--- src/hw/rtl/tsrq_pkg.sv ---
// shared types and constants of the track-sorted request queue
package tsrq_pkg;

	localparam int TRK_W = 12;
	localparam int TAG_W = 8;

	typedef enum logic {
		OP_INSERT = 1'b0,
		OP_POP    = 1'b1
	} op_t;

	typedef enum logic [1:0] {
		ST_OK        = 2'd0,
		ST_POP_EMPTY = 2'd1,
		ST_FULL      = 2'd2
	} status_t;

	typedef struct packed {
		op_t              opcode;
		logic [TRK_W-1:0] req_track;
		logic [TAG_W-1:0] req_tag;
	} req_t;

	typedef struct packed {
		logic             out_valid;
		logic [TAG_W-1:0] out_tag;
		logic [TRK_W-1:0] out_track;
		logic             is_empty;
		status_t          status;
	} rsp_t;

	typedef enum logic [2:0] {
		S_IDLE,
		S_DECODE,
		S_POP_WAIT,
		S_INS_RD,
		S_INS_CMP,
		S_FINISH
	} state_t;

endpackage

--- src/hw/rtl/tsrq_ram.sv ---
// entry storage: one write port, one read port with registered read data
module tsrq_ram #(
	parameter int DEPTH = 16,
	parameter int AW    = 4,
	parameter int W     = 20
) (
	input  logic          clk,
	input  logic          we,
	input  logic [AW-1:0] waddr,
	input  logic [W-1:0]  wdata,
	input  logic [AW-1:0] raddr,
	output logic [W-1:0]  rdata
);

	logic [W-1:0] mem [DEPTH];
	logic [W-1:0] rdata_q;

	always_ff @(posedge clk) begin
		if (we) begin
			mem[waddr] <= wdata;
		end
		rdata_q <= mem[raddr];
	end

	assign rdata = rdata_q;

endmodule

--- src/hw/rtl/track_sorted_request_queue.sv ---
// top level of the track-sorted request queue: sequencer, address unit and result register
// Holds up to DEPTH requests in ascending track order, equal tracks in arrival
// order, in a circular buffer whose head moves on every pop from a non-empty
// queue. An insert walks the buffer from the tail with the single read port and
// the shared address adder, passing through S_INS_RD and S_INS_CMP for every
// stored entry with a higher track. A pop on an empty queue or an insert into a
// full one goes from decode straight to the result. The next transfer is taken
// in S_IDLE, which follows the loading of the result. Each transfer gives exactly
// one result; a new request is taken while the last result still waits in the
// output register. No clearing pass after reset.
module track_sorted_request_queue #(
	parameter int DEPTH      = 16,
	parameter int TRACK_BITS = 12
) (
	input  logic           clk,
	input  logic           arst_n,
	input  tsrq_pkg::req_t req,
	input  logic           req_valid,
	output logic           req_stall,
	output tsrq_pkg::rsp_t rsp,
	output logic           rsp_valid,
	input  logic           rsp_stall
);

	localparam int AW = (DEPTH > 1) ? $clog2(DEPTH) : 1;
	localparam int CW = $clog2(DEPTH + 1);
	localparam int SW = AW + 1;
	localparam int EW = TRACK_BITS + tsrq_pkg::TAG_W;

	tsrq_pkg::state_t state_q, state_d;

	tsrq_pkg::req_t req_q;
	logic [AW-1:0]  head_q;
	logic [CW-1:0]  count_q;
	logic [CW-1:0]  idx_q;

	logic                      res_valid_q;
	logic [tsrq_pkg::TAG_W-1:0] res_tag_q;
	logic [TRACK_BITS-1:0]     res_track_q;
	tsrq_pkg::status_t         res_status_q;

	tsrq_pkg::rsp_t rsp_q;
	logic           rsp_valid_q;

	logic [CW-1:0]         lidx;
	logic [SW-1:0]         sum;
	logic [AW-1:0]         phys;
	logic                  ram_we;
	logic [EW-1:0]         ram_wdata;
	logic [EW-1:0]         ram_rdata;
	logic [TRACK_BITS-1:0] new_track;
	logic [TRACK_BITS-1:0] rd_track;
	logic                  shift_up;
	logic                  out_free;

	assign new_track = TRACK_BITS'(req_q.req_track);
	assign rd_track  = ram_rdata[EW-1 -: TRACK_BITS];
	assign shift_up  = rd_track > new_track;
	assign out_free  = !rsp_valid_q || !rsp_stall;

	// shared address unit: logical position to buffer slot
	always_comb begin
		lidx = idx_q;
		if (state_q == tsrq_pkg::S_DECODE) begin
			lidx = '0;
		end else if (state_q == tsrq_pkg::S_INS_RD && idx_q != '0) begin
			lidx = idx_q - CW'(1);
		end
		sum = SW'(head_q) + SW'(lidx);
		if (sum >= SW'(DEPTH)) begin
			phys = AW'(sum - SW'(DEPTH));
		end else begin
			phys = AW'(sum);
		end
	end

	tsrq_ram #(
		.DEPTH(DEPTH),
		.AW   (AW),
		.W    (EW)
	) u_ram (
		.clk  (clk),
		.we   (ram_we),
		.waddr(phys),
		.wdata(ram_wdata),
		.raddr(phys),
		.rdata(ram_rdata)
	);

	// next state
	always_comb begin
		state_d = state_q;
		case (state_q)
			tsrq_pkg::S_IDLE: begin
				if (req_valid) begin
					state_d = tsrq_pkg::S_DECODE;
				end
			end
			tsrq_pkg::S_DECODE: begin
				if (req_q.opcode == tsrq_pkg::OP_POP) begin
					state_d = (count_q == '0) ? tsrq_pkg::S_FINISH : tsrq_pkg::S_POP_WAIT;
				end else begin
					state_d = (count_q == CW'(DEPTH)) ? tsrq_pkg::S_FINISH : tsrq_pkg::S_INS_RD;
				end
			end
			tsrq_pkg::S_POP_WAIT: state_d = tsrq_pkg::S_FINISH;
			tsrq_pkg::S_INS_RD: begin
				state_d = (idx_q == '0) ? tsrq_pkg::S_FINISH : tsrq_pkg::S_INS_CMP;
			end
			tsrq_pkg::S_INS_CMP: begin
				state_d = shift_up ? tsrq_pkg::S_INS_RD : tsrq_pkg::S_FINISH;
			end
			tsrq_pkg::S_FINISH: begin
				if (out_free) begin
					state_d = tsrq_pkg::S_IDLE;
				end
			end
			default: state_d = tsrq_pkg::S_IDLE;
		endcase
	end

	// outputs of the sequencer
	always_comb begin
		req_stall = 1'b1;
		ram_we    = 1'b0;
		ram_wdata = {new_track, req_q.req_tag};
		case (state_q)
			tsrq_pkg::S_IDLE: req_stall = 1'b0;
			tsrq_pkg::S_INS_RD: begin
				ram_we = (idx_q == '0);
			end
			tsrq_pkg::S_INS_CMP: begin
				ram_we = 1'b1;
				if (shift_up) begin
					ram_wdata = ram_rdata;
				end
			end
			default: begin
				req_stall = 1'b1;
			end
		endcase
	end

	always_ff @(posedge clk or negedge arst_n) begin
		if (!arst_n) begin
			state_q     <= tsrq_pkg::S_IDLE;
			head_q      <= '0;
			count_q     <= '0;
			rsp_valid_q <= 1'b0;
		end else begin
			state_q <= state_d;
			case (state_q)
				tsrq_pkg::S_POP_WAIT: begin
					head_q  <= (head_q == AW'(DEPTH - 1)) ? '0 : head_q + AW'(1);
					count_q <= count_q - CW'(1);
				end
				tsrq_pkg::S_INS_RD: begin
					if (idx_q == '0) begin
						count_q <= count_q + CW'(1);
					end
				end
				tsrq_pkg::S_INS_CMP: begin
					if (!shift_up) begin
						count_q <= count_q + CW'(1);
					end
				end
				default: begin
					count_q <= count_q;
				end
			endcase
			if (rsp_valid_q && !rsp_stall) begin
				rsp_valid_q <= 1'b0;
			end
			if (state_q == tsrq_pkg::S_FINISH && out_free) begin
				rsp_valid_q <= 1'b1;
			end
		end
	end

	// payload registers
	always_ff @(posedge clk) begin
		case (state_q)
			tsrq_pkg::S_IDLE: begin
				if (req_valid) begin
					req_q <= req;
				end
			end
			tsrq_pkg::S_DECODE: begin
				idx_q        <= count_q;
				res_valid_q  <= 1'b0;
				res_tag_q    <= '0;
				res_track_q  <= '0;
				res_status_q <= tsrq_pkg::ST_OK;
				if (req_q.opcode == tsrq_pkg::OP_POP) begin
					if (count_q == '0) begin
						res_status_q <= tsrq_pkg::ST_POP_EMPTY;
					end
				end else if (count_q == CW'(DEPTH)) begin
					res_status_q <= tsrq_pkg::ST_FULL;
				end
			end
			tsrq_pkg::S_POP_WAIT: begin
				res_valid_q <= 1'b1;
				res_tag_q   <= ram_rdata[tsrq_pkg::TAG_W-1:0];
				res_track_q <= rd_track;
			end
			tsrq_pkg::S_INS_CMP: begin
				// entry moved up one slot, continue toward the head
				if (shift_up) begin
					idx_q <= idx_q - CW'(1);
				end
			end
			tsrq_pkg::S_FINISH: begin
				if (out_free) begin
					rsp_q.out_valid <= res_valid_q;
					rsp_q.out_tag   <= res_tag_q;
					rsp_q.out_track <= tsrq_pkg::TRK_W'(res_track_q);
					rsp_q.is_empty  <= (count_q == '0);
					rsp_q.status    <= res_status_q;
				end
			end
			default: begin
				idx_q <= idx_q;
			end
		endcase
	end

	assign rsp       = rsp_q;
	assign rsp_valid = rsp_valid_q;

endmodule
--- config.mk ---
export PLATFORM = sky130hd
export DESIGN_NAME = track_sorted_request_queue
export DESIGN_NICKNAME = d
export VERILOG_FILES = /design/src/hw/rtl/tsrq_pkg.sv /design/src/hw/rtl/tsrq_ram.sv /design/src/hw/rtl/track_sorted_request_queue.sv
export SDC_FILE = /design/constraint.sdc
export NUM_CORES = 1
export LEC_CHECK = 0
export ABC_AREA = 1
export BUFFER_PORTS_ARGS = -buffer_cell sky130_fd_sc_hd__buf_4
export CAP_MARGIN = 20
export CORE_MARGIN = 2
export CORE_UTILIZATION = 60
export DETAILED_ROUTE_END_ITERATION = 8
export GPL_TIMING_DRIVEN = 0
export PLACE_DENSITY = 0.77
export REMOVE_ABC_BUFFERS = 1
export SLEW_MARGIN = 20
export SYNTH_ARGS = -nofsm -noshare
export SYNTH_HDL_FRONTEND = slang
export SYNTH_SLANG_ARGS = --single-unit
--- constraint.sdc ---
create_clock -name clk -period 6.1 [get_ports clk]
set_input_delay 0.61 -clock clk [delete_from_list [all_inputs] [get_ports clk]]
set_output_delay 0.61 -clock clk [all_outputs]
set_load 0.02 [all_outputs]
### After elaboration in Yosys (flattened, before gate mapping)

Memories as Yosys holds them, arrays and structs flattened. A register that Yosys moved wholly into a read port is not among the register bits.
Index checks and enable logic that the tools add are counted.

| word-level totals | value |
|---|---|
| memories | 1 |
| input bits | 25 |
| word-level logic and storage cells | 88 |
| RAM bits | 320 |
| output and inout bits | 26 |
| flip-flop bits (word level) | 86 |

| cells by class | value |
|---|---|
| magnitude comparators | 2 |
| eq/ne operators | 12 |
| add/subtract/negate cells | 6 |
| mux-type cells | 31 |
| reductions and logical operators | 19 |

Memories:

| name | depth | width | rd ports | clocked after Yosys merged registers in | write ports | line | RTL |
|---|---|---|---|---|---|---|---|
| u_ram.mem | 16 | 20 | 1 | 1 | 1 | tsrq_ram.sv:15 | `logic [W-1:0] mem [DEPTH];` |

Operator list:

| cell | count |
|---|---|
| 20-bit two-way mux | 2 |
| 5-bit two-way mux | 5 |
| 12-bit case mux with 2 select lines | 1 |
| 3-bit two-way mux | 6 |
| 3-bit case mux with 6 select lines | 1 |
| 8-bit case mux with 2 select lines | 1 |
| 5-bit case mux with 3 select lines | 1 |
| 12-bit > comparator | 1 |
| 5-bit zero test | 2 |
| 5-bit case mux with 2 select lines | 1 |
| 5-bit by 1-bit subtractor with 5-bit output (second input constant) | 2 |
| 4-bit two-way mux | 2 |
| 2-bit inequality test (second input constant) | 4 |
| 2-bit AND reduction | 4 |
| 1-bit two-way mux | 7 |
| 3-bit by 2-bit == test with 1-bit output (second input constant) | 2 |
| 3-bit == test (second input constant) | 2 |
| 2-bit nonzero test | 3 |
| 4-bit by 5-bit adder with 5-bit output | 1 |
| 5-bit by 1-bit adder with 5-bit output (second input constant) | 1 |
| 5-bit == test (second input constant) | 1 |
| 5-bit greater-or-equal comparator (second input constant) | 1 |
| 5-bit nonzero test | 1 |
| 4-bit by 1-bit adder with 4-bit output (second input constant) | 1 |
| other kinds (12) | 17 |

### Logic depth before layout (Yosys ltp)

Gate-level depths: netlist (run 1).

| logic depth | value |
|---|---|
| depth in word-level cells | 7 |
| mapped depth | 19 |
| mapped depth without buffers | 18 |

### Cells and area by module

Synthesis (run 1) repeated with hierarchy kept, for this count alone.

| second synthesis, totals | value |
|---|---|
| cells, all modules | 1725 |
| area total of the unflattened synthesis | 18464.0 sq um |

Modules (own cells, without submodules):

| module | sequential area each (sq um) | area each (sq um) | times used | cells each |
|---|---|---|---|---|
| tsrq_ram | 10009.6 | 14192.4 | 1 | 1336 |
| track_sorted_request_queue | 2517.4 | 4271.6 | 1 | 389 |

### Worst setup path before layout (run 1)

OpenSTA, ideal clock, no wires.

| path | value |
|---|---|
| path kind | reg-to-reg |
| start | register state_q[1] |
| end | memory u_ram.mem[10][0], enable pin |
| path slack | 2.267 ns |
| period minus slack after synthesis | 3.833 ns |
| library setup time | 0.397 ns |
| required time | 5.703 ns |
| cell stages (with the launch flop) | 12 |
| path buffers | 1 |
| data arrival time | 3.436 ns |
| cell sequence | dfrtp_1 -> nor3_2 -> inv_1 -> o21ai_0 -> a21oi_1 -> ha_1 -> fa_1 -> inv_1 -> nor2_4 -> clkbuf_1 -> nand2_1 -> nor2_1 |

| on the way | value |
|---|---|
| longest elaborated chain between the ends | 7 |
| elaborated cells between the ends (all ways) | 13 |
| classes of those cells | 2 x add/sub; 1 x order compare; 3 x eq/ne; 6 x mux; 1 x reduce/logical |

RTL lines:

| item | line | RTL |
|---|---|---|
| from (decl) | track_sorted_request_queue.sv:30 | `tsrq_pkg::state_t state_q, state_d;` |
| from (signal assigned) | track_sorted_request_queue.sv:146 | `state_q <= tsrq_pkg::S_IDLE;` |
| from (signal assigned) | track_sorted_request_queue.sv:151 | `state_q <= state_d;` |
| 3-bit by 2-bit == test with 1-bit output | track_sorted_request_queue.sv:66, track_sorted_request_queue.sv:127 |  |
| 1-bit logical AND | track_sorted_request_queue.sv:66 | `end else if (state_q == tsrq_pkg::S_INS_RD && idx_q != '0) begin` |
| 5-bit two-way mux | track_sorted_request_queue.sv:66 |  |
| 5-bit two-way mux | track_sorted_request_queue.sv:64 | `if (state_q == tsrq_pkg::S_DECODE) begin` |
| 4-bit by 5-bit adder with 5-bit output | track_sorted_request_queue.sv:69 | `sum = SW'(head_q) + SW'(lidx);` |
| 4-bit by 1-bit subtractor with 4-bit output or 5-bit greater-or-equal comparator (tied branches) | track_sorted_request_queue.sv:71, track_sorted_request_queue.sv:70 |  |
| 4-bit two-way mux | track_sorted_request_queue.sv:70 | `if (sum >= SW'(DEPTH)) begin` |
| to (decl) | tsrq_ram.sv:15 |  |

Parallel ways exist; a longest one is shown, timed or not.

### Final worst setup path (run 1)

| path | value |
|---|---|
| start | register state_q[0] |
| end | memory u_ram.mem[8][0], enable pin |

The elaborated chain is that of the path after synthesis.

==> impl_metrics.tcl, run 1 <==
set metrics [dict create \
    start_util_pct 60.7 \
    final_antenna_net_count 0 \
    reg2reg_from "state_q[0]$_DFFE_PN0P_" \
    endpoint_kind "register" \
    met3_usage_pct 4.95 \
    ff_latch_area_um2 12500 \
    hp-start "req[7]" \
    clockBufferDepth 3 \
    place.gp.congestion 0.851 \
    yosysSeqAreaShare_pct 74.7 \
    die_h_um 171 \
    hold_violations 0 \
    drtIter0Drc 1327 \
    drc 0 \
    setup_viol 0 \
    worstSetupPathType "register to register" \
    synth_common_cells "nand2_1 (450), edfxtp_1 (393), a22oi_1 (78)" \
    multiInputGateArea_um2 3870 \
    firstDrtPassIters 5 \
    slowest_delay_ns 0.77 \
    cts.sinks 426 \
    timing.fmax_ghz 0.203 \
    critPathBufInv 5 \
    cts_buffers 41 \
    grt_util_met1_pct 36.2 \
    vias_per_cell 5.95 \
    die_w_um 171 \
    outcome "finished clean" \
    diodes 0 \
    fillers 1730 \
    synth_cells 1311 \
    wl_per_cell_um 22.4 \
    max_cap_violations 0 \
    dr_total_vias 10700 \
    grt_max_degree 49 \
    grt_pass1_wl_um 60100 \
    min_to "req_q[7]$_DFFE_PP_" \
    period_needed_ns 4.92 \
    synth-edff-count 393 \
    dpl_cell_area_um2 18300 \
    cts-root-buf "clkbuf_16" \
    r2r_setup_slack_ns 1.18 \
    grt_pass1_vias 10600 \
    place_hpwl_um 23200 \
    synth.distinct_cells 34 \
    finalCritPeriodShare_pct 80.6 \
    crit_family "buffers and inverters" \
    crit_slowest_cell "inv_2" \
    async_flop_share_pct 3.05 \
    maxSlewViolCount 0 \
    critPathLaunch "state_q[0]$_DFFE_PN0P_" \
    dieArea_um2 29300 \
    finalClockSkew_ns 0.0192 \
    grt.busiest_layer "met2" \
    worstPathMaxFanout 42 \
    timing.critical_path.arrival_ns 5.15 \
    holdWs_ns 0.242 \
    relSlewSlack_pct 22.0 \
    worst_pin_slew_ns 1.16 \
    h-tree-depth 2 \
    post_cts_resized 0 \
    rsz0062_at_grt "no" \
    finalNetCount 1432 \
    overflow 0 \
    yosysMostFrequentCell "nand2_1" \
    final_util_pct 71.5 \
    placementRows 61 \
    cp_cell_sequence "inv_1 -> nor3_2 -> inv_1 -> o21ai_0 -> a21oi_1 -> ha_1 -> fa_1 -> xor2_4 -> buf_16 -> inv_2 -> nand3_1 -> nor2_4 -> buf_16" \
    ys_ff_latch 426 \
    min_path_type "primary input to register" \
    grt_antenna_before_repair 0 \
    synth_top_cell_area_share_pct 70.4 \
    required_ns 6.34 \
    fin_area_um2 19800 \
    syn_avg_cell_area_um2 12.8 \
    drive_above_1_share_pct 12.9 \
    cts.clk_slew.worst_paths_ns 0.06 \
    min_path_cells 1 \
    synth_ff_type "edfxtp_1" \
    use_met2_pct 47.4 \
    coreArea_um2 27600 \
    startpoint_type "register" \
    yosysWarningCount 0 \
    finalWirelength_um 40200 \
    syn_area_um2 16800 \
    r2r_end "u_ram.mem[8][0]$_DFFE_PP_" \
    numPortBuffers 50 \
    synth_area_leaders "edfxtp_1 (70%), nand2_1 (10%), a22oi_1 (3.5%)" \
    syn_to_final_growth_pct 17.9 \
    pin_count 51 \
    clk_latency_ns 0.54 \
    cts_tree "yes" \
    reg2regPathDepth 13 \
    gr-usage-all-layers_pct 27.9 \
    synth_top_area_cell "edfxtp_1" \
]
worst register-to-register path: stages, from the launching register on:
cell,delay (ns)
dfrtp_1,0.43
inv_1,0.10
nor3_2,0.39
inv_1,0.23
o21ai_0,0.13
a21oi_1,0.07
ha_1,0.23
fa_1,0.49
xor2_4,0.25
buf_16,0.20
inv_2,0.78
nand3_1,0.56
nor2_4,0.52
buf_16,0.22
worst max-delay path by stage:
stage                                            end  slack [ns]  depth (start not counted)
after CTS                 u_ram.mem[9][18]$_DFFE_PP_        1.25                         12
final                      u_ram.mem[8][0]$_DFFE_PP_        1.18                         13
after global placement     u_ram.mem[3][3]$_DFFE_PP_       -2.07                         11
after detailed placement   u_ram.mem[8][0]$_DFFE_PP_        1.31                         13
after floorplan            u_ram.mem[5][0]$_DFFE_PP_        1.05                         13
after global routing      u_ram.mem[8][13]$_DFFE_PP_        1.01                         13
cell usage in the layout (no fill, tap or decap), drive strengths merged, types with 21 or more instances in the layout:
master    n
ha       21
inv      76
nand2   456
nand3    38
a22oi    78
nor2     57
buf      81
o21ai    37
nand4    45
edfxtp  393
clkbuf   50
kinds of logic (layout without fill, tap and decap cells):
group | count (synthesis) | after routing | share of synthesized area, %
and+or+nand+nor | 599 | 599 | 14.8
DFF | 426 | 426 | 74.7
AOI/OAI and AO/OA | 129 | 129 | 5.11
buffers and inverters | 128 | 233 | 3.25
adders and majority gates | 23 | 23 | 1.81
xor gates and xnor gates | 6 | 6 | 0.314
state kept, by name, indices dropped and copies added (netlist names):
register      count
new_track        12
req_q             9
state_q           3
rsp_valid         1
idx_q             5
u_ram.mem       320
rsp              24
count_q           5
u_ram.rdata      20
res_valid_q       1
res_status_q      2
res_track_q      12
res_tag_q         8
head_q            4
through the flow:
| stage | setup TNS, ns | setup WS [ns] | instances |
|---|---|---|---|
| floorplan | 0 | 1.05 | 1258 |
| global placement | -647.93 | -2.07 | 1686 |
| detailed placement | 0 | 1.31 | 1717 |
| CTS | 0 | 1.25 | 1793 |
| global route | 0 | 1.01 | 1794 |
| finish | 0 | 1.18 | 1794 |
routing by layer:
layer  up-vias  routed length [um]  share of wire, %
met3       115                3730               9.3
met2       631               19900                50
met4         0                1420               3.5
met1      5142               15100                38
met5         -                   0                 0
li1       4788                   -                 -
what timing repair did:
item                       in CTS  in global routing
setup buffers                   0                  0
setup endpoints to repair       0                  0
hold endpoints to repair       13                  0
hold buffers                    1                  0
final cells by class:
type,instances,share of cell area [%]
inverters,75,1.44
well taps,378,2.39
clock inverters,26,1.77
clock buffers,49,5.40
flip-flops and latches,426,63.4
repair buffers,83,5.98
multi-input cells,757,19.6
Power of run 1 is left out: the tool's default activity adds up to more than one toggle a clock period on the data nets, which glitch-free logic cannot reach.
==> inputs of run 2 (changes only) <==
--- a/config.mk
+++ b/config.mk
@@ -5,7 +5,7 @@
 export SDC_FILE = /design/constraint.sdc
 export NUM_CORES = 1
 export LEC_CHECK = 0
-export ABC_AREA = 1
+export ABC_AREA = 0
 export BUFFER_PORTS_ARGS = -buffer_cell sky130_fd_sc_hd__buf_4
 export CAP_MARGIN = 20
 export CORE_MARGIN = 2
==> constraint.sdc (replaced) <==
create_clock -name clk -period 4.7 [get_ports clk]
set_input_delay 0.47 -clock clk [delete_from_list [all_inputs] [get_ports clk]]
set_output_delay 0.47 -clock clk [all_outputs]
set_load 0.02 [all_outputs]
==> impl_metrics.tcl, run 2 <==
set metrics [dict create \
    cts.clk_slew.worst_paths_ns 0.06 \
    syn_area_um2 16600 \
    clk_latency_ns 0.55 \
    async_flop_share_pct 3.05 \
    setup_viol 0 \
    reg2regPathDepth 15 \
    power_density_nw_per_um2 842 \
    pwr-share-seq_pct 32.8 \
    ys_ff_latch 426 \
    internal_power_mw 11.0 \
    vias_per_cell 6.25 \
    reg2reg_from "idx_q[0]$_DFFE_PP_" \
    numPortBuffers 50 \
    wl_per_cell_um 27.8 \
    synth_top_cell_area_share_pct 71.0 \
    die_w_um 170 \
    final_cell_mix "edfxtp_1 (393), mux4_2 (100), buf_4 (52)" \
    placementRows 60 \
    start_util_pct 61.3 \
    yosysMostFrequentCell "edfxtp_1" \
    rsz0062_at_grt "yes" \
    hold_violations 0 \
    cts-root-buf "clkbuf_16" \
    slowest_delay_ns 0.47 \
    finalClockSkew_ns 0.0273 \
    firstDrtPassIters 5 \
    grt_pass1_wl_um 52700 \
    outcome "finished clean" \
    finalSetupTns_ns 0 \
    min_path_type "primary input to register" \
    grt_antenna_before_repair 0 \
    crit_slowest_cell "nor2_4" \
    synth_area_leaders "edfxtp_1 (71%), mux4_2 (14%), dfxtp_1 (2.4%)" \
    diodes 0 \
    yosysSeqAreaShare_pct 75.4 \
    drc 0 \
    drive_above_1_share_pct 32.7 \
    r2r_setup_slack_ns 0.12 \
    synth.distinct_cells 45 \
    synth_top_area_cell "edfxtp_1" \
    timing.critical_path.arrival_ns 4.82 \
    finalNetCount 941 \
    maxSlewViolCount 0 \
    hp-start "req[20]" \
    coreArea_um2 27100 \
    pre_cts_slack_ns 0.0424 \
    min_to "req_q[20]$_DFFE_PP_" \
    sw_frac_of_total_pct 33.4 \
    syn_to_final_growth_pct 18.0 \
    max_cap_violations 0 \
    synth-edff-count 393 \
    pwr-share-clk_pct 19.7 \
    worstSetupPathType "register to register" \
    final_antenna_net_count 0 \
    holdWs_ns 0.101 \
    period_needed_ns 4.58 \
    min_path_cells 1 \
    pwr-share-comb_pct 47.5 \
    relSlewSlack_pct 40.5 \
    grt_pass1_vias 8411 \
    startpoint_type "register" \
    cts_tree "yes" \
    worst_pin_slew_ns 0.892 \
    power.switching_mw 5.52 \
    place_hpwl_um 21300 \
    largest_reg_flops 320 \
    endpoint_kind "register" \
    dr_total_vias 8117 \
    cts.sinks 426 \
    h-tree-depth 2 \
    clockBufferDepth 3 \
    final_common_cell "edfxtp_1" \
    dieArea_um2 29000 \
    synth_common_cells "edfxtp_1 (393), mux4_2 (100), nor2_1 (32)" \
    worstPathMaxFanout 16 \
    cp_cell_sequence "inv_1 -> ha_1 -> nor4b_2 -> nor2_1 -> nor2_1 -> a211oi_1 -> ha_1 -> a21o_1 -> a21oi_1 -> xor2_1 -> xnor2_4 -> buf_16 -> nand2_1 -> nor2_4 -> buf_16" \
    synth_ff_type "edfxtp_1" \
    leakage_nw 6.61 \
    syn_avg_cell_area_um2 20.9 \
    finalCritPeriodShare_pct 97.4 \
    pin_count 51 \
    die_h_um 170 \
    crit_family "simple AND/OR/NAND/NOR gates" \
    place.gp.congestion 0.787 \
    grt_max_degree 48 \
    vdd_drop_max_uv 732 \
    overflow 0 \
    regMostFlops "u_ram.mem" \
    drtIter0Drc 931 \
    critPathBufInv 3 \
    required_ns 4.94 \
    setup_slack_ns 0.121 \
    r2r_end "u_ram.mem[0][15]$_DFFE_PP_" \
    synth_cells 795 \
    timing.fmax_ghz 0.218 \
    gr-usage-all-layers_pct 25.6 \
    cts_buffers 42 \
    yosysWarningCount 0 \
    finalWirelength_um 36000 \
    p_total_mw 16.5 \
]
run 2: changes by cell type after synthesis, sizes merged, moves of 5 or more:
cell	change
nand2	-430
mux4	+100
a22oi	-78
inv	-55
nand4	-41
nand3	-36
mux2	+25
nor2	-25
and2	+23
o21ai	-23
buf	-20
xnor2	+8
nor2b	+5
run 2: logic make-up (layout without fill, tap and decap cells):
kind of cell	after synthesis	count (layout)	synth area share, %
AO/OA/AOI/OAI	41	41	1.48
AND/OR/NAND/NOR	112	112	3.43
flip-flops	426	426	75.4
adder cells (fa/ha/maj)	23	23	1.82
buffers and inverters	53	184	1.39
multiplexers	127	127	15.8
XOR/XNOR	13	13	0.730
run 2: how the worst max path moves through the flow:
stage                     cells after the start                          to                    from
after floorplan                               6   u_ram.mem[3][0]$_DFFE_PP_  state_q[0]$_DFFE_PN0P_
after global placement                        6   u_ram.mem[7][6]$_DFFE_PP_  state_q[0]$_DFFE_PN0P_
after detailed placement                     11   u_ram.mem[3][6]$_DFFE_PP_      idx_q[0]$_DFFE_PP_
after CTS                                    13   u_ram.mem[8][5]$_DFFE_PP_  state_q[0]$_DFFE_PN0P_
after global routing                         15   u_ram.mem[0][1]$_DFFE_PP_      idx_q[0]$_DFFE_PP_
final                                        15  u_ram.mem[0][15]$_DFFE_PP_      idx_q[0]$_DFFE_PP_
run 2: power by group through the flow:
stage	Clock, mW	Sequential [mW]	Combinational, mW
floorplan	0	5.37	4.33
global placement	0	5.34	4.40
detailed placement	0	5.48	7.73
CTS	3.29	5.42	7.82
global route	3.46	5.47	8.34
finish	3.26	5.42	7.84
run 2: per-layer routing:
layer / vias to the layer above / GRT usage, % / wire [um]
li1: 3408 / - / -
met1: 4251 / 36.0 / 14100
met2: 384 / 41.4 / 18300
met3: 74 / 4.47 / 2650
met4: 0 / 8.92 / 946
met5: - / 0 / 0
run 2: stage by stage:
stage | instances | area (um^2) | utilization [%]
after floorplan | 762 | 16500 | -
after global placement | 1184 | 17300 | 63.9
after detailed placement | 1211 | 18100 | 66.8
after CTS | 1289 | 19500 | 71.8
after global routing | 1298 | 19600 | 72.4
final | 1298 | 19600 | 72.4
run 2: area by class of cell:
type / instances / area (um^2)
timing repair buffer: 87 / 1150
multi-input combinational: 316 / 4050
fill: 1498 / 7490
clock inverter: 25 / 211
clock buffer: 52 / 1130
sequential: 426 / 12500
inverter: 20 / 75.1
tap: 372 / 465
run 2: what timing repair did:
action / 4_1_cts / 5_1_grt
setup endpoints to repair: 0 / 273
hold buffers: 1 / 0
resized for setup: 0 / 1
endpoints found under the hold margin: 13 / 0
setup buffers: 0 / 9
No activity file was read; power rests on OpenSTA's default activity.
==> inputs of run 3 (changes only) <==
--- a/config.mk
+++ b/config.mk
@@ -8,11 +8,11 @@
 export ABC_AREA = 0
 export BUFFER_PORTS_ARGS = -buffer_cell sky130_fd_sc_hd__buf_4
 export CAP_MARGIN = 20
-export CORE_MARGIN = 2
-export CORE_UTILIZATION = 60
+export CORE_MARGIN = 3
+export CORE_UTILIZATION = 52
 export DETAILED_ROUTE_END_ITERATION = 8
 export GPL_TIMING_DRIVEN = 0
-export PLACE_DENSITY = 0.77
+export PLACE_DENSITY = 0.69
 export REMOVE_ABC_BUFFERS = 1
 export SLEW_MARGIN = 20
 export SYNTH_ARGS = -nofsm -noshare
==> impl_metrics.tcl, run 3 (synthesis results as in run 2) <==
set metrics [dict create \
    endpoint_kind "register" \
    cts.sinks 426 \
    startpoint_type "register" \
    wl_per_cell_um 26.9 \
    gr-usage-all-layers_pct 21.1 \
    multiInputGateArea_um2 4050 \
    timing.fmax_ghz 0.225 \
    setup_viol 0 \
    clk_latency_ns 0.53 \
    worstSetupPathType "register to register" \
    numPortBuffers 50 \
    ff_latch_area_um2 12500 \
    vdd_drop_max_uv 737 \
    dp.cells 1237 \
    finalSetupTns_ns 0 \
    required_ns 4.93 \
    regMostFlops "u_ram.mem" \
    clockBufferDepth 3 \
    cts_tree "yes" \
    drc 0 \
    final_common_cell "edfxtp_1" \
    drtIter0Drc 756 \
    r2r_end "u_ram.mem[8][7]$_DFFE_PP_" \
    worstPathMaxFanout 11 \
    dieArea_um2 34100 \
    p_total_mw 16.6 \
    final_cell_mix "edfxtp_1 (393), mux4_2 (100), buf_4 (55)" \
    worst_pin_slew_ns 0.796 \
    place.gp.congestion 0.763 \
    syn_to_final_growth_pct 18.9 \
    power_density_nw_per_um2 840 \
    min_path_type "primary input to register" \
    overflow 0 \
    grt_max_degree 49 \
    holdWs_ns 0.120 \
    finalNetCount 949 \
    min_to "req_q[3]$_DFFE_PP_" \
    place_hpwl_um 22000 \
    finalWirelength_um 35800 \
    finalClockSkew_ns 0.0121 \
    largest_reg_flops 320 \
    placementRows 64 \
    final_util_pct 63.6 \
    die_h_um 185 \
    min_path_cells 1 \
    leakage_nw 6.66 \
    rsz0062_at_grt "no" \
    diodes 0 \
    hold_violations 0 \
    start_util_pct 53.5 \
    final_antenna_net_count 0 \
    reg2reg_from "idx_q[0]$_DFFE_PP_" \
    max_cap_violations 0 \
    timing.critical_path.arrival_ns 4.67 \
    finalCritPeriodShare_pct 94.5 \
    die_w_um 185 \
    vias_per_cell 6.06 \
    period_needed_ns 4.44 \
    h-tree-depth 2 \
    hp-start "req[3]" \
    cts.clk_slew.worst_paths_ns 0.06 \
    outcome "finished clean" \
    pin_count 51 \
    coreArea_um2 31100 \
    cts-root-buf "clkbuf_16" \
    r2r_setup_slack_ns 0.26 \
    reg2regPathDepth 14 \
    grt_antenna_before_repair 0 \
    firstDrtPassIters 5 \
    grt_pass1_vias 8222 \
    grt_pass1_wl_um 52500 \
    cts_buffers 42 \
    fillers 2011 \
    relSlewSlack_pct 46.7 \
    dr_total_vias 8054 \
    final_cells 1329 \
    maxSlewViolCount 0 \
    drive_above_1_share_pct 32.8 \
]
==> run 3: changes by cell type in the layout (fill, tap and decap cells not counted), moves of 3 or more <==
cell / delta
clkinv_1: -7
clkinv_2: -6
clkbuf_8: +4
buf_16: +3
clkbuf_1: +10
buf_4: +3
buf_8: +3
==> run 3: report_power, final <==
group,internal (mW),leakage [nW],total [mW],switching [mW]
clock,1.89,0.647,3.20,1.31
combinational,4.13,2.13,7.99,3.86
sequential,5.09,3.89,5.40,0.315
==> run 3: how the worst max path moves through the flow <==
stage               slack [ns]                         end              startpoint  depth (start not counted)
floorplan                -1.49   u_ram.mem[3][0]$_DFFE_PP_  state_q[0]$_DFFE_PN0P_                          6
global placement         -4.30  u_ram.mem[11][2]$_DFFE_PP_  state_q[0]$_DFFE_PN0P_                          6
detailed placement       -0.04   u_ram.mem[8][7]$_DFFE_PP_      idx_q[0]$_DFFE_PP_                         14
CTS                       0.05   u_ram.mem[9][6]$_DFFE_PP_      idx_q[0]$_DFFE_PP_                         14
global route              0.03   u_ram.mem[8][5]$_DFFE_PP_      idx_q[0]$_DFFE_PP_                         14
finish                    0.26   u_ram.mem[8][7]$_DFFE_PP_      idx_q[0]$_DFFE_PP_                         14
==> run 3: through the flow <==
step,setup slack [ns],cell area (um^2)
floorplan,-1.49,16500
global placement,-4.30,17300
detailed placement,-0.0384,18200
CTS,0.0513,19500
global route,0.0276,19800
finish,0.258,19800
==> run 3: repair_timing <==
action | CTS | global route
buffers inserted | 1 | 14
hold endpoints to repair | 13 | 0
gates cloned | 0 | 0
gates resized for setup | 0 | 0
hold buffers | 1 | 0
pin swaps | 1 | 10
setup endpoints to repair | 11 | 133
==> run 3: critical path: stages, from the launching register on <==
cell and delay, ns:
edfxtp_1 0.42, inv_1 0.12, ha_1 0.19, nor4b_2 0.35, nor2_1 0.17, a211oi_1 0.46
ha_1 0.33, a21o_1 0.16, a21oi_1 0.16, xor2_1 0.41, xnor2_4 0.26, buf_8 0.23
nand2b_1 0.34, nor2_4 0.33, buf_16 0.19
==> run 3: layout make-up <==
| type | instances | share of cell area [%] |
|---|---|---|
| tap | 396 | 2.51 |
| clock inverter | 10 | 0.532 |
| multi-input combinational | 316 | 20.5 |
| timing repair buffer | 95 | 6.53 |
| inverter | 20 | 0.380 |
| sequential | 426 | 63.4 |
| clock buffer | 66 | 6.18 |
==> run 3: layer usage <==
metal / up-vias / routed length (um) / global-route usage (%)
li1: 3430 / - / -
met1: 4215 / 14700 / 29.5
met2: 345 / 17900 / 34.8
met3: 64 / 2350 / 4.22
met4: 0 / 856 / 5.76
met5: - / 0 / 0
